File: src/sv/ppm_pkg.sv
// Shared types and constants for the P6 stream parser.
// Holds the result kinds, the item and result records and the header byte tables.
// No dependencies.
package ppm_pkg;

  // Largest accepted image dimensions
  localparam int MAX_WIDTH  = 4096;
  localparam int MAX_HEIGHT = 4096;

  // Field widths
  localparam int DIM_W   = 13;
  localparam int COORD_W = 12;
  localparam int ACC_W   = 17;

  // Characters that appear in the header
  localparam logic [7:0] CHR_SPACE = 8'h20;
  localparam logic [7:0] CHR_NL    = 8'h0A;
  localparam logic [7:0] CHR_ZERO  = 8'h30;
  localparam logic [7:0] CHR_NINE  = 8'h39;
  localparam logic [7:0] CHR_P     = 8'h50;
  localparam logic [7:0] CHR_SIX   = 8'h36;
  localparam logic [7:0] CHR_TWO   = 8'h32;
  localparam logic [7:0] CHR_FIVE  = 8'h35;

  // Result kinds
  typedef enum logic [2:0] {
    KIND_PIXEL      = 3'd0,
    KIND_HEADER     = 3'd1,
    KIND_BAD_MAGIC  = 3'd2,
    KIND_BAD_DIM    = 3'd3,
    KIND_BAD_MAXVAL = 3'd4,
    KIND_TRUNC      = 3'd5
  } kind_e;

  // One input request
  typedef struct packed {
    logic [7:0] data;
    logic       eos;
  } item_t;

  // One result request
  typedef struct packed {
    kind_e              kind;
    logic [7:0]         red;
    logic [7:0]         green;
    logic [7:0]         blue;
    logic [COORD_W-1:0] column;
    logic [COORD_W-1:0] row;
    logic [1:0]         missing;
    logic [DIM_W-1:0]   img_w;
    logic [DIM_W-1:0]   img_h;
    logic               last;
  } result_t;

  // Expected bytes of the magic line "P6\n"
  function automatic logic [7:0] magic_byte(input logic [1:0] pos);
    logic [7:0] b;
    case (pos)
      2'd0:    b = CHR_P;
      2'd1:    b = CHR_SIX;
      default: b = CHR_NL;
    endcase
    return b;
  endfunction

  // Expected bytes of the maxval line "255\n"
  function automatic logic [7:0] maxval_byte(input logic [1:0] pos);
    logic [7:0] b;
    case (pos)
      2'd0:    b = CHR_TWO;
      2'd1:    b = CHR_FIVE;
      2'd2:    b = CHR_FIVE;
      default: b = CHR_NL;
    endcase
    return b;
  endfunction

endpackage

File: src/sv/ppm_in_stage.sv
// Input register of the P6 stream parser.
// Holds one incoming byte request until the parse stage takes it; uses ppm_pkg.
module ppm_in_stage
  import ppm_pkg::*;
(
  input  logic  clk_i,
  input  logic  rst_ni,
  input  logic  in_valid_i,
  output logic  in_stall_o,
  input  item_t item_i,
  input  logic  take_i,
  output logic  held_valid_o,
  output item_t held_o
);

  logic  valid_q, valid_d;
  item_t item_q;
  logic  accept;

  // Stall only while a held request is not being taken
  assign in_stall_o = valid_q & ~take_i;
  assign accept     = in_valid_i & ~in_stall_o;

  always_comb begin
    valid_d = valid_q;
    if (accept) begin
      valid_d = 1'b1;
    end else if (take_i) begin
      valid_d = 1'b0;
    end
  end

  always_ff @(posedge clk_i or negedge rst_ni) begin
    if (!rst_ni) begin
      valid_q <= 1'b0;
    end else begin
      valid_q <= valid_d;
    end
  end

  // Payload, no reset needed
  always_ff @(posedge clk_i) begin
    if (accept) begin
      item_q <= item_i;
    end
  end

  assign held_valid_o = valid_q;
  assign held_o       = item_q;

endmodule

File: src/sv/ppm_parse.sv
// Parse stage of the P6 stream parser: header state machine and pixel grouping.
// Updates the parse state for one byte per fire and builds its result; uses ppm_pkg.
module ppm_parse
  import ppm_pkg::*;
(
  input  logic    clk_i,
  input  logic    rst_ni,
  input  logic    fire_i,
  input  item_t   item_i,
  output logic    res_valid_o,
  output result_t res_o
);

  // Parse phases
  localparam logic [2:0] PH_MAGIC  = 3'd0;
  localparam logic [2:0] PH_WIDTH  = 3'd1;
  localparam logic [2:0] PH_HEIGHT = 3'd2;
  localparam logic [2:0] PH_MAXVAL = 3'd3;
  localparam logic [2:0] PH_PIXELS = 3'd4;
  localparam logic [2:0] PH_HALT   = 3'd5;

  logic [2:0]         phase_q, phase_d;
  logic [1:0]         pos_q, pos_d;
  logic [DIM_W-1:0]   width_q, width_d;
  logic [DIM_W-1:0]   height_q, height_d;
  logic [COORD_W-1:0] col_q, col_d;
  logic [COORD_W-1:0] row_q, row_d;
  logic [1:0]         chan_q, chan_d;
  logic [7:0]         red_q, red_d;
  logic [7:0]         green_q, green_d;

  logic [7:0]       b;
  logic             eos;
  logic             is_digit;
  logic [DIM_W-1:0] acc;
  logic [ACC_W-1:0] acc_next;
  logic [ACC_W-1:0] limit;
  logic             digit_ok;
  logic [DIM_W-1:0] col_inc;
  logic [DIM_W-1:0] row_inc;

  assign b   = item_i.data;
  assign eos = item_i.eos;

  // Decimal accumulate: acc * 10 + digit, checked against the dimension limit
  assign is_digit = (b >= CHR_ZERO) && (b <= CHR_NINE);
  assign acc      = (phase_q == PH_WIDTH) ? width_q : height_q;
  assign limit    = (phase_q == PH_WIDTH) ? ACC_W'(MAX_WIDTH) : ACC_W'(MAX_HEIGHT);
  assign acc_next = {1'b0, acc, 3'b000} + {3'b000, acc, 1'b0} + {{(ACC_W-4){1'b0}}, b[3:0]};
  assign digit_ok = is_digit && (acc_next <= limit);

  // Raster position compares
  assign col_inc = {1'b0, col_q} + DIM_W'(1);
  assign row_inc = {1'b0, row_q} + DIM_W'(1);

  // Next state and result
  always_comb begin
    phase_d     = phase_q;
    pos_d       = pos_q;
    width_d     = width_q;
    height_d    = height_q;
    col_d       = col_q;
    row_d       = row_q;
    chan_d      = chan_q;
    red_d       = red_q;
    green_d     = green_q;
    res_valid_o = 1'b0;
    res_o       = '0;

    case (phase_q)
      PH_MAGIC: begin
        if (eos || (b != magic_byte(pos_q))) begin
          res_valid_o = 1'b1;
          res_o.kind  = KIND_BAD_MAGIC;
          phase_d     = PH_HALT;
        end else if (pos_q == 2'd2) begin
          pos_d   = 2'd0;
          phase_d = PH_WIDTH;
        end else begin
          pos_d = pos_q + 2'd1;
        end
      end
      PH_WIDTH, PH_HEIGHT: begin
        if (eos) begin
          res_valid_o = 1'b1;
          res_o.kind  = KIND_BAD_DIM;
          phase_d     = PH_HALT;
        end else if ((phase_q == PH_WIDTH) && (b == CHR_SPACE)) begin
          phase_d = PH_HEIGHT;
        end else if ((phase_q == PH_HEIGHT) && (b == CHR_NL)) begin
          phase_d = PH_MAXVAL;
          pos_d   = 2'd0;
        end else if (!digit_ok) begin
          res_valid_o = 1'b1;
          res_o.kind  = KIND_BAD_DIM;
          phase_d     = PH_HALT;
        end else if (phase_q == PH_WIDTH) begin
          width_d = acc_next[DIM_W-1:0];
        end else begin
          height_d = acc_next[DIM_W-1:0];
        end
      end
      PH_MAXVAL: begin
        if (eos || (b != maxval_byte(pos_q))) begin
          res_valid_o = 1'b1;
          res_o.kind  = KIND_BAD_MAXVAL;
          phase_d     = PH_HALT;
        end else if (pos_q == 2'd3) begin
          pos_d       = 2'd0;
          res_valid_o = 1'b1;
          res_o.kind  = KIND_HEADER;
          res_o.img_w = width_q;
          res_o.img_h = height_q;
          if ((width_q == '0) || (height_q == '0)) begin
            res_o.last = 1'b1;
            phase_d    = PH_HALT;
          end else begin
            phase_d = PH_PIXELS;
          end
        end else begin
          pos_d = pos_q + 2'd1;
        end
      end
      PH_PIXELS: begin
        if (eos) begin
          res_valid_o   = 1'b1;
          res_o.kind    = KIND_TRUNC;
          res_o.column  = col_q;
          res_o.row     = row_q;
          res_o.missing = chan_q;
          phase_d       = PH_HALT;
        end else if (chan_q == 2'd0) begin
          red_d  = b;
          chan_d = 2'd1;
        end else if (chan_q == 2'd1) begin
          green_d = b;
          chan_d  = 2'd2;
        end else begin
          chan_d       = 2'd0;
          res_valid_o  = 1'b1;
          res_o.kind   = KIND_PIXEL;
          res_o.red    = red_q;
          res_o.green  = green_q;
          res_o.blue   = b;
          res_o.column = col_q;
          res_o.row    = row_q;
          if (col_inc >= width_q) begin
            col_d = '0;
            if (row_inc >= height_q) begin
              res_o.last = 1'b1;
              phase_d    = PH_HALT;
            end else begin
              row_d = row_inc[COORD_W-1:0];
            end
          end else begin
            col_d = col_inc[COORD_W-1:0];
          end
        end
      end
      default: begin
        // Halted or finished: ignore everything
      end
    endcase
  end

  always_ff @(posedge clk_i or negedge rst_ni) begin
    if (!rst_ni) begin
      phase_q  <= PH_MAGIC;
      pos_q    <= '0;
      width_q  <= '0;
      height_q <= '0;
      col_q    <= '0;
      row_q    <= '0;
      chan_q   <= '0;
      red_q    <= '0;
      green_q  <= '0;
    end else if (fire_i) begin
      phase_q  <= phase_d;
      pos_q    <= pos_d;
      width_q  <= width_d;
      height_q <= height_d;
      col_q    <= col_d;
      row_q    <= row_d;
      chan_q   <= chan_d;
      red_q    <= red_d;
      green_q  <= green_d;
    end
  end

endmodule

File: src/sv/ppm_out_stage.sv
// Result register of the P6 stream parser.
// Holds one result request until the sink takes it; uses ppm_pkg.
module ppm_out_stage
  import ppm_pkg::*;
(
  input  logic    clk_i,
  input  logic    rst_ni,
  input  logic    load_i,
  input  result_t res_i,
  output logic    room_o,
  output logic    out_valid_o,
  input  logic    out_stall_i,
  output result_t res_o
);

  logic    valid_q, valid_d;
  result_t res_q;

  // Free now, or emptied at this edge
  assign room_o = ~valid_q | ~out_stall_i;

  always_comb begin
    valid_d = valid_q;
    if (load_i) begin
      valid_d = 1'b1;
    end else if (valid_q && !out_stall_i) begin
      valid_d = 1'b0;
    end
  end

  always_ff @(posedge clk_i or negedge rst_ni) begin
    if (!rst_ni) begin
      valid_q <= 1'b0;
    end else begin
      valid_q <= valid_d;
    end
  end

  always_ff @(posedge clk_i) begin
    if (load_i) begin
      res_q <= res_i;
    end
  end

  assign out_valid_o = valid_q;
  assign res_o       = res_q;

endmodule

File: src/sv/ppm_p6_stream_parser.sv
// Top level of the binary PPM (P6) stream parser.
// Instantiates the input register, parse stage and result register; uses ppm_pkg.
//
// Takes one stream byte per cycle while the input is not stalled and reports the
// header, each pixel with its column and row, or the first error; after an error,
// the last pixel or a header with a zero dimension the block ignores input until
// reset. A byte waits in the input register until the result register has room;
// its result, if any, is then loaded into the result register. Input stalls only
// while the result register holds an unclaimed result and a byte is already waiting.
module ppm_p6_stream_parser
  import ppm_pkg::*;
(
  input  logic                clk_i,
  input  logic                rst_ni,
  input  logic                in_valid_i,
  output logic                in_stall_o,
  input  logic [7:0]          data_byte_i,
  input  logic                end_of_stream_i,
  output logic                out_valid_o,
  input  logic                out_stall_i,
  output logic [2:0]          result_kind_o,
  output logic [7:0]          red_o,
  output logic [7:0]          green_o,
  output logic [7:0]          blue_o,
  output logic [COORD_W-1:0]  column_o,
  output logic [COORD_W-1:0]  row_o,
  output logic [1:0]          missing_channel_o,
  output logic [DIM_W-1:0]    image_width_o,
  output logic [DIM_W-1:0]    image_height_o,
  output logic                last_pixel_o
);

  item_t   in_item;
  item_t   held_item;
  logic    held_valid;
  logic    room;
  logic    fire;
  logic    res_valid;
  result_t res;
  result_t out_res;

  assign in_item.data = data_byte_i;
  assign in_item.eos  = end_of_stream_i;

  // Parse a held byte whenever the result register can take its result
  assign fire = held_valid & room;

  ppm_in_stage u_in (
    .clk_i        (clk_i),
    .rst_ni       (rst_ni),
    .in_valid_i   (in_valid_i),
    .in_stall_o   (in_stall_o),
    .item_i       (in_item),
    .take_i       (fire),
    .held_valid_o (held_valid),
    .held_o       (held_item)
  );

  ppm_parse u_parse (
    .clk_i       (clk_i),
    .rst_ni      (rst_ni),
    .fire_i      (fire),
    .item_i      (held_item),
    .res_valid_o (res_valid),
    .res_o       (res)
  );

  ppm_out_stage u_out (
    .clk_i       (clk_i),
    .rst_ni      (rst_ni),
    .load_i      (fire & res_valid),
    .res_i       (res),
    .room_o      (room),
    .out_valid_o (out_valid_o),
    .out_stall_i (out_stall_i),
    .res_o       (out_res)
  );

  // Result fields to ports
  assign result_kind_o     = out_res.kind;
  assign red_o             = out_res.red;
  assign green_o           = out_res.green;
  assign blue_o            = out_res.blue;
  assign column_o          = out_res.column;
  assign row_o             = out_res.row;
  assign missing_channel_o = out_res.missing;
  assign image_width_o     = out_res.img_w;
  assign image_height_o    = out_res.img_h;
  assign last_pixel_o      = out_res.last;

endmodule

File: config.mk
export PLATFORM = sky130hd
export DESIGN_NAME = ppm_p6_stream_parser
export DESIGN_NICKNAME = d
export VERILOG_FILES = /design/src/sv/ppm_pkg.sv /design/src/sv/ppm_in_stage.sv /design/src/sv/ppm_parse.sv /design/src/sv/ppm_out_stage.sv /design/src/sv/ppm_p6_stream_parser.sv
export SDC_FILE = /design/constraint.sdc
export NUM_CORES = 1
export LEC_CHECK = 0
export ABC_CLOCK_PERIOD_IN_PS = 17400
export BUFFER_PORTS_ARGS = -buffer_cell sky130_fd_sc_hd__buf_2
export CORE_ASPECT_RATIO = 1.25
export CORE_MARGIN = 5
export CORE_UTILIZATION = 45
export CTS_BUF_LIST = sky130_fd_sc_hd__clkbuf_4
export DETAILED_ROUTE_END_ITERATION = 8
export GPL_ROUTABILITY_DRIVEN = 1
export GPL_TIMING_DRIVEN = 0
export PLACE_DENSITY_LB_ADDON = 0.05
export SETUP_SLACK_MARGIN = 0.1
export SYNTH_ARGS = -nofsm -noshare
export SYNTH_HDL_FRONTEND = slang
export SYNTH_SLANG_ARGS = --single-unit
File: constraint.sdc
create_clock -name clk_i -period 17.4 [get_ports clk_i]
set_clock_uncertainty 0.05 [all_clocks]
set_input_delay 3.48 -clock clk_i [delete_from_list [all_inputs] [get_ports clk_i]]
set_output_delay 3.48 -clock clk_i [all_outputs]
set_load 0.01 [all_outputs]
=== After elaboration in Yosys (flattened, before gate mapping) ===
Cells that the tools add are included.

* Input port bits: 13
* Output and inout port bits: 82
* Word-level logic and storage cells: 175
* Register bits: 164

* Equal/unequal tests: 24
* Mux-type cells: 67
* Order comparisons: 5
* Bitwise gates (word level): 19
* Reduce and logical (&&, ||, !) cells: 32
* Add/sub/neg operators: 5

{| class="wikitable"
|+ Operators by type and width
! cell !! number
|-
| $mux W3 || 18
|-
| $mux W51 || 1
|-
| $mux W48 || 1
|-
| $reduce_and A7 Y1 || 4
|-
| $add A12 B1 Y13 const B || 2
|-
| $ge A13 B13 Y1 || 2
|-
| $logic_not A13 Y1 || 2
|-
| $mux W1 || 24
|-
| $mux W24 || 1
|-
| $pmux W3 S4 || 2
|-
| $mux W2 || 11
|-
| $add A16 B14 Y17 || 1
|-
| $add A17 B4 Y17 || 1
|-
| $le A17 B13 Y1 const B || 1
|-
| $mux W8 || 2
|-
| $ne A8 B8 Y1 || 2
|-
| $not A1 Y1 || 14
|-
| $pmux W7 S2 || 1
|-
| $mux W13 || 1
|-
| $mux W12 || 1
|-
| $pmux W6 S2 || 1
|-
| $reduce_and A5 Y1 || 2
|-
| $reduce_and A9 Y1 || 1
|-
| $eq A8 B4 Y1 const B || 1
|-
| other kinds (34) || 55
|}

=== Logic depth before layout (Yosys ltp) ===
* Depth in word-level cells: 13
* Mapped depth: 17
* Gate-level depth less buffers: 15

=== By module ===
From an unflattened synthesis, not the netlist that was laid out.

* Cell total of the unflattened synthesis: 760
* Area, all modules: 8664.6 µm²

{| class="wikitable"
|+ By module, submodules not included
! module !! cells each !! times used !! sequential area each (µm²) !! area each (µm²)
|-
| ppm_parse || 661 || 1 || 1826.8 || 5885.6
|-
| ppm_out_stage || 83 || 1 || 2427.3 || 2438.6
|-
| ppm_in_stage || 14 || 1 || 295.3 || 327.8
|-
| ppm_p6_stream_parser || 2 || 1 || 0.0 || 12.5
|}

=== Worst setup path after synthesis ===
Ideal clock, no wire load.

* Kind: input to register
* Start: in out_stall_i
* End: reg u_out.res_q, in the netlist u_out.res_o[0] (enable)
* Data arrival time: 7108 ps
* Library setup time: 519 ps
* Buffers on the path: 0
* Data required time: 16831 ps
* Setup slack: 9724 ps
* Stages: 3
* Cells stage by stage: nand2_1 -> nand2_1 -> nor2_1

* Longest elaborated chain between the ends: 4

{| class="wikitable"
|+ Ends and longest elaborated chain
! what !! line !! RTL
|-
| start, declared || ppm_p6_stream_parser.sv:20 || <nowiki>input logic out_stall_i,</nowiki>
|-
| $not A1 Y1 || ppm_out_stage.sv:20 || <nowiki>assign room_o = ~valid_q | ~out_stall_i;</nowiki>
|-
| $or A1 B1 Y1 || ppm_out_stage.sv:20 ||
|-
| $and A1 B1 Y1 || ppm_p6_stream_parser.sv:46 || <nowiki>assign fire = held_valid & room;</nowiki>
|-
| $and A1 B1 Y1 || ppm_p6_stream_parser.sv:71 || <nowiki>.load_i (fire & res_valid),</nowiki>
|-
| via u_out.load_i || ppm_out_stage.sv:8 || <nowiki>input logic load_i,</nowiki>
|-
| end signal, assigned || ppm_out_stage.sv:41 || <nowiki>res_q <= res_i;</nowiki>
|-
| end, declared || ppm_out_stage.sv:17 || <nowiki>result_t res_q;</nowiki>
|}

The timed path passes the listed nets, and every way through them passes these cells.
A chain may end at the register's enable or synchronous reset.

=== Worst setup path in the final report ===
* Start: in out_stall_i
* End: out in_stall_o

* Longest elaborated chain between the ends: 5

{| class="wikitable"
|+ Ends and longest elaborated chain
! what !! line !! RTL
|-
| $not A1 Y1 || ppm_out_stage.sv:20 ||
|-
| $or A1 B1 Y1 || ppm_out_stage.sv:20 ||
|-
| $and A1 B1 Y1 || ppm_p6_stream_parser.sv:46 ||
|-
| $not A1 Y1 || ppm_in_stage.sv:21 || <nowiki>assign in_stall_o = valid_q & ~take_i;</nowiki>
|-
| $and A1 B1 Y1 || ppm_in_stage.sv:21 ||
|-
| end, declared || ppm_p6_stream_parser.sv:16 || <nowiki>output logic in_stall_o,</nowiki>
|}

No other way between the ends.

==> impl_results.md <==
- Hold Vio Cnt, Final: 0
- # DRC: 0
- Hold Slack: 0.4571 ns
- Net Sw Power: 0.3293 mW
- Crit-path max FO: 3
- Final WL: 21,120 microns
- Placed cell count: around 1,100
- Mapped Cells: 787
- Crit path max-delay family: buffers and inverters
- Int Power: roughly 0.66 mW
- Sequential area share after synthesis: 0.5167
- Min-Delay Path Class: reg -> reg
- # IOs: 95
- Setup ws final: 9.979 ns
- CTS tree: done
- CTS resizes: 0
- Primary FF master, synth: edfxtp_1
- Leakage: 4.318 nW
- F_max: 134.8 MHz
- Worst vdd ir: 0.00006406 V
- Number of flops mapped to enable cells by yosys: 89
- Routed len/inst: 17.87 microns
- Critical path capture point type: output port
- Post-synth cell types: 68
- Rel. slew slack: 0.2085
- Chip width: 135.1 microns
- Final Core Density: 0.5152
- Syn Std Cell Area: 8805 sq um
- Total number of vias: 6,398
- Number of antenna violations at the first check in global routing: 1
- Max-cap violations: 0
- Setup TNS: 0 ns
- DRT Pass-1 Iters: 5
- First-pass GRT wire length: 34,300 microns
- Fraction of layout cells with a size suffix above 1: 0.1921
- DR iter-0 viols: between 400 and 500
- Port Buffers: 94
- P per Cell Area: a little under 100 nW/um^2
- Post-Layout Cell Count: around 1,200
- Pwr Total: around 0.99 mW
- Hpwl dp: 16,280 microns
- Die Y: 166.4 microns
- Num Clock Sinks: 164
- Initial Utilization: 0.4556
- Critical Path AT: 3.89 ns
- Ys Warns: 0
- Area of the die: between 20,000 and 25,000 sq um
- Commonest non-fill, non-tap cell in the layout: buf_2
- Status: finished clean
- Post-route minimum period: 7.421 ns
- H-tree depth: 4
- Area growth, synth to finish: 13.09%
- Vias in the first global route: around 6,400
- Reg2reg path depth: 17
- Gr ovfl total: 0
- Met2 wire len: 10,520 microns
- Slowest CP cell: buf_2
- Slew @ Worst Pin: between 1 and 1.5 ns
- Clock transition at path regs: 0.13 ns
- Multi-input logic area: 3998 sq um
- Synth top area cells: edfxtp_1 (30%), dfrtp_1 (21%), ha_1 (8.2%)
- Final RePlAce weighted congestion: 0.8576
- Sw Ratio: 0.3334
- Required @ worst endpoint: 13.87 ns
- Setup CP Type: in -> out
- Setup WS pre-CTS: ~10 ns
- DR top layer: met4
- Largest net degree at the start of global routing: 63
- Net count, final: 976
- Mapped Avg Cell Area: 11.19 sq um
- Tcrit/Tclk final: 0.4265
- GRT Util Overall: 0.1924
- Root buffer cell: clkbuf_4
- Most frequent cells in the layout: buf_2 (95), edfxtp_1 (89), dfrtp_1 (75)
- Flop pwr share: 0.504
- WHS Path Cells: 1
- Crit path depth: 4
- Buffers and inverters on the worst path: 3
- Register area: 4549 sq um
- Post-CTS setup buffers: 0
- Number of fillers in the final layout: 1,777
- DRT antenna net count: 0
- Clock latency on the worst-skew pair: 0.57 ns
- Maximum clock path buffer count: 2
- Final slew viol count: 0
- Clock Power Share: 0.224
- CP Cell Sequence: buf_2 > nand3_1 > inv_1 > buf_2
- Post-layout instance area: roughly 10000 sq um
- Comb power frac: 0.271
- Dpl cell area: 9684 sq um
- Hold_buf cts: 0
- Syn Nets: 860
- Critical Path Most Common Cell: buf_2
- Met3 WL post-DR: between 900 and 1000 microns
- Unrepaired setup endpoints after global routing: no
- Cts bufs inserted: 17
- Num rows: 57
- Async SR Flop Fraction: 0.4573
- Startpoint types: primary input
- CP peak stage delay: 0.13 ns
- Post-synth top area cell: edfxtp_1
- Core Box Area: 19,330 sq um
- Vias/cell: between 5 and 6
- Yosys reg bits: roughly 160
- Post-Route M1 WL: 9197 microns
- Setup violations, final: 0
- Share of the synthesized area in the top cell type: 0.3035
[state kept, by name, indices dropped and copies added (netlist names)]
register	flops
u_parse.red_q	8
u_parse.width_q	13
u_out.res_o	80
u_in.held_o	9
u_parse.phase_q	3
u_in.held_valid_o	1
u_parse.green_q	8
u_parse.col_q	12
u_parse.row_q	12
u_parse.pos_q	2
u_parse.chan_q	2
u_out.out_valid_o	1
u_parse.height_q	13
[final cells by class]
cell class	count	share of cell area
Multi-Input combinational cell	556	0.4015
Sequential cell	164	0.4569
Antenna cell	1	0.0002513
Buffer	30	0.01269
Tap cell	265	0.03330
Clock buffer	18	0.01357
Clock inverter	14	0.01357
Inverter	37	0.01395
Timing Repair Buffer	97	0.05428
[final timing paths]
kind,startpoint,end,slack [ns]
setup reg to reg,u_parse.phase_q[0],u_out.res_o[7],10.86
min in group asynchronous,rst_ni,u_parse.row_q[8],2.70
setup / recovery,out_stall_i,in_stall_o,9.98
hold reg to reg,u_parse.height_q[12],u_parse.height_q[12],0.46
max in group asynchronous,rst_ni,u_parse.red_q[5],14.00
hold / removal,u_parse.height_q[12],u_parse.height_q[12],0.46
[worst reg2reg max path, cell delays in order (launching register included)]
cell	delay, ns
dfrtp_1	0.34
buf_2	0.18
nor3b_2	0.60
clkbuf_1	0.41
nand2_1	0.09
o21ai_0	0.22
fa_1	0.56
fa_1	0.51
a21o_1	0.20
a221oi_1	0.34
xor2_1	0.40
or4b_1	0.52
o41ai_2	0.58
nand4_1	0.25
a31oi_1	0.40
nor2_4	0.21
buf_12	0.22
buf_12	0.18
[power groups by stage]
stage                     clock (mW)  combinational [mW]  sequential, mW
after detailed placement           0               0.269           0.508
after global placement             0               0.255           0.513
final                          0.222               0.268           0.498
after global routing           0.244               0.298           0.505
after CTS                      0.227               0.270           0.499
after floorplan                    0               0.157           0.523
[routing by layer]
metal | vias up | track usage
li1 | 3100 | -
met1 | 3109 | 0.2518
met2 | 161 | 0.3221
met3 | 28 | 0.03424
met4 | 0 | 0.06401
met5 | - | 0
[Yosys cell counts, types with 2 or more instances]
| library cell | count |
|---|---|
| and3_1 | 18 |
| inv_1 | 36 |
| nor2b_1 | 5 |
| ha_1 | 58 |
| clkbuf_1 | 25 |
| dfrtp_1 | 75 |
| a21oi_1 | 17 |
| o2111ai_1 | 2 |
| o21bai_1 | 2 |
| nand3_1 | 18 |
| or4_1 | 4 |
| nand4_1 | 8 |
| mux2i_1 | 12 |
| a22o_1 | 2 |
| or2_2 | 4 |
| nand4b_1 | 2 |
| o22ai_1 | 4 |
| o211ai_1 | 2 |
| o21ai_0 | 52 |
| mux2_2 | 31 |
| o41ai_1 | 3 |
| a2111o_1 | 4 |
| o21a_1 | 4 |
| mux2_1 | 5 |
| nand2b_1 | 13 |
| edfxtp_1 | 89 |
| a31oi_1 | 2 |
| xor2_1 | 21 |
| and2_1 | 52 |
| nor3_1 | 9 |
| nor4_1 | 30 |
| fa_1 | 2 |
| nand2_1 | 68 |
| nor3b_1 | 3 |
| nor2_1 | 37 |
| o31ai_1 | 2 |
| a21o_1 | 16 |
| buf_2 | 2 |
| xnor2_1 | 18 |
| a211oi_1 | 2 |
[cells by family after synthesis]
family          after synthesis  synth area share
mux                          48           0.05968
xor+xnor                     39           0.03880
flops                       164            0.5167
buf+inv                      67           0.03013
simple gates                281            0.1727
fa+ha+maj                    60           0.08697
compound gates              128           0.09507
(Power assumes the default switching activity.)
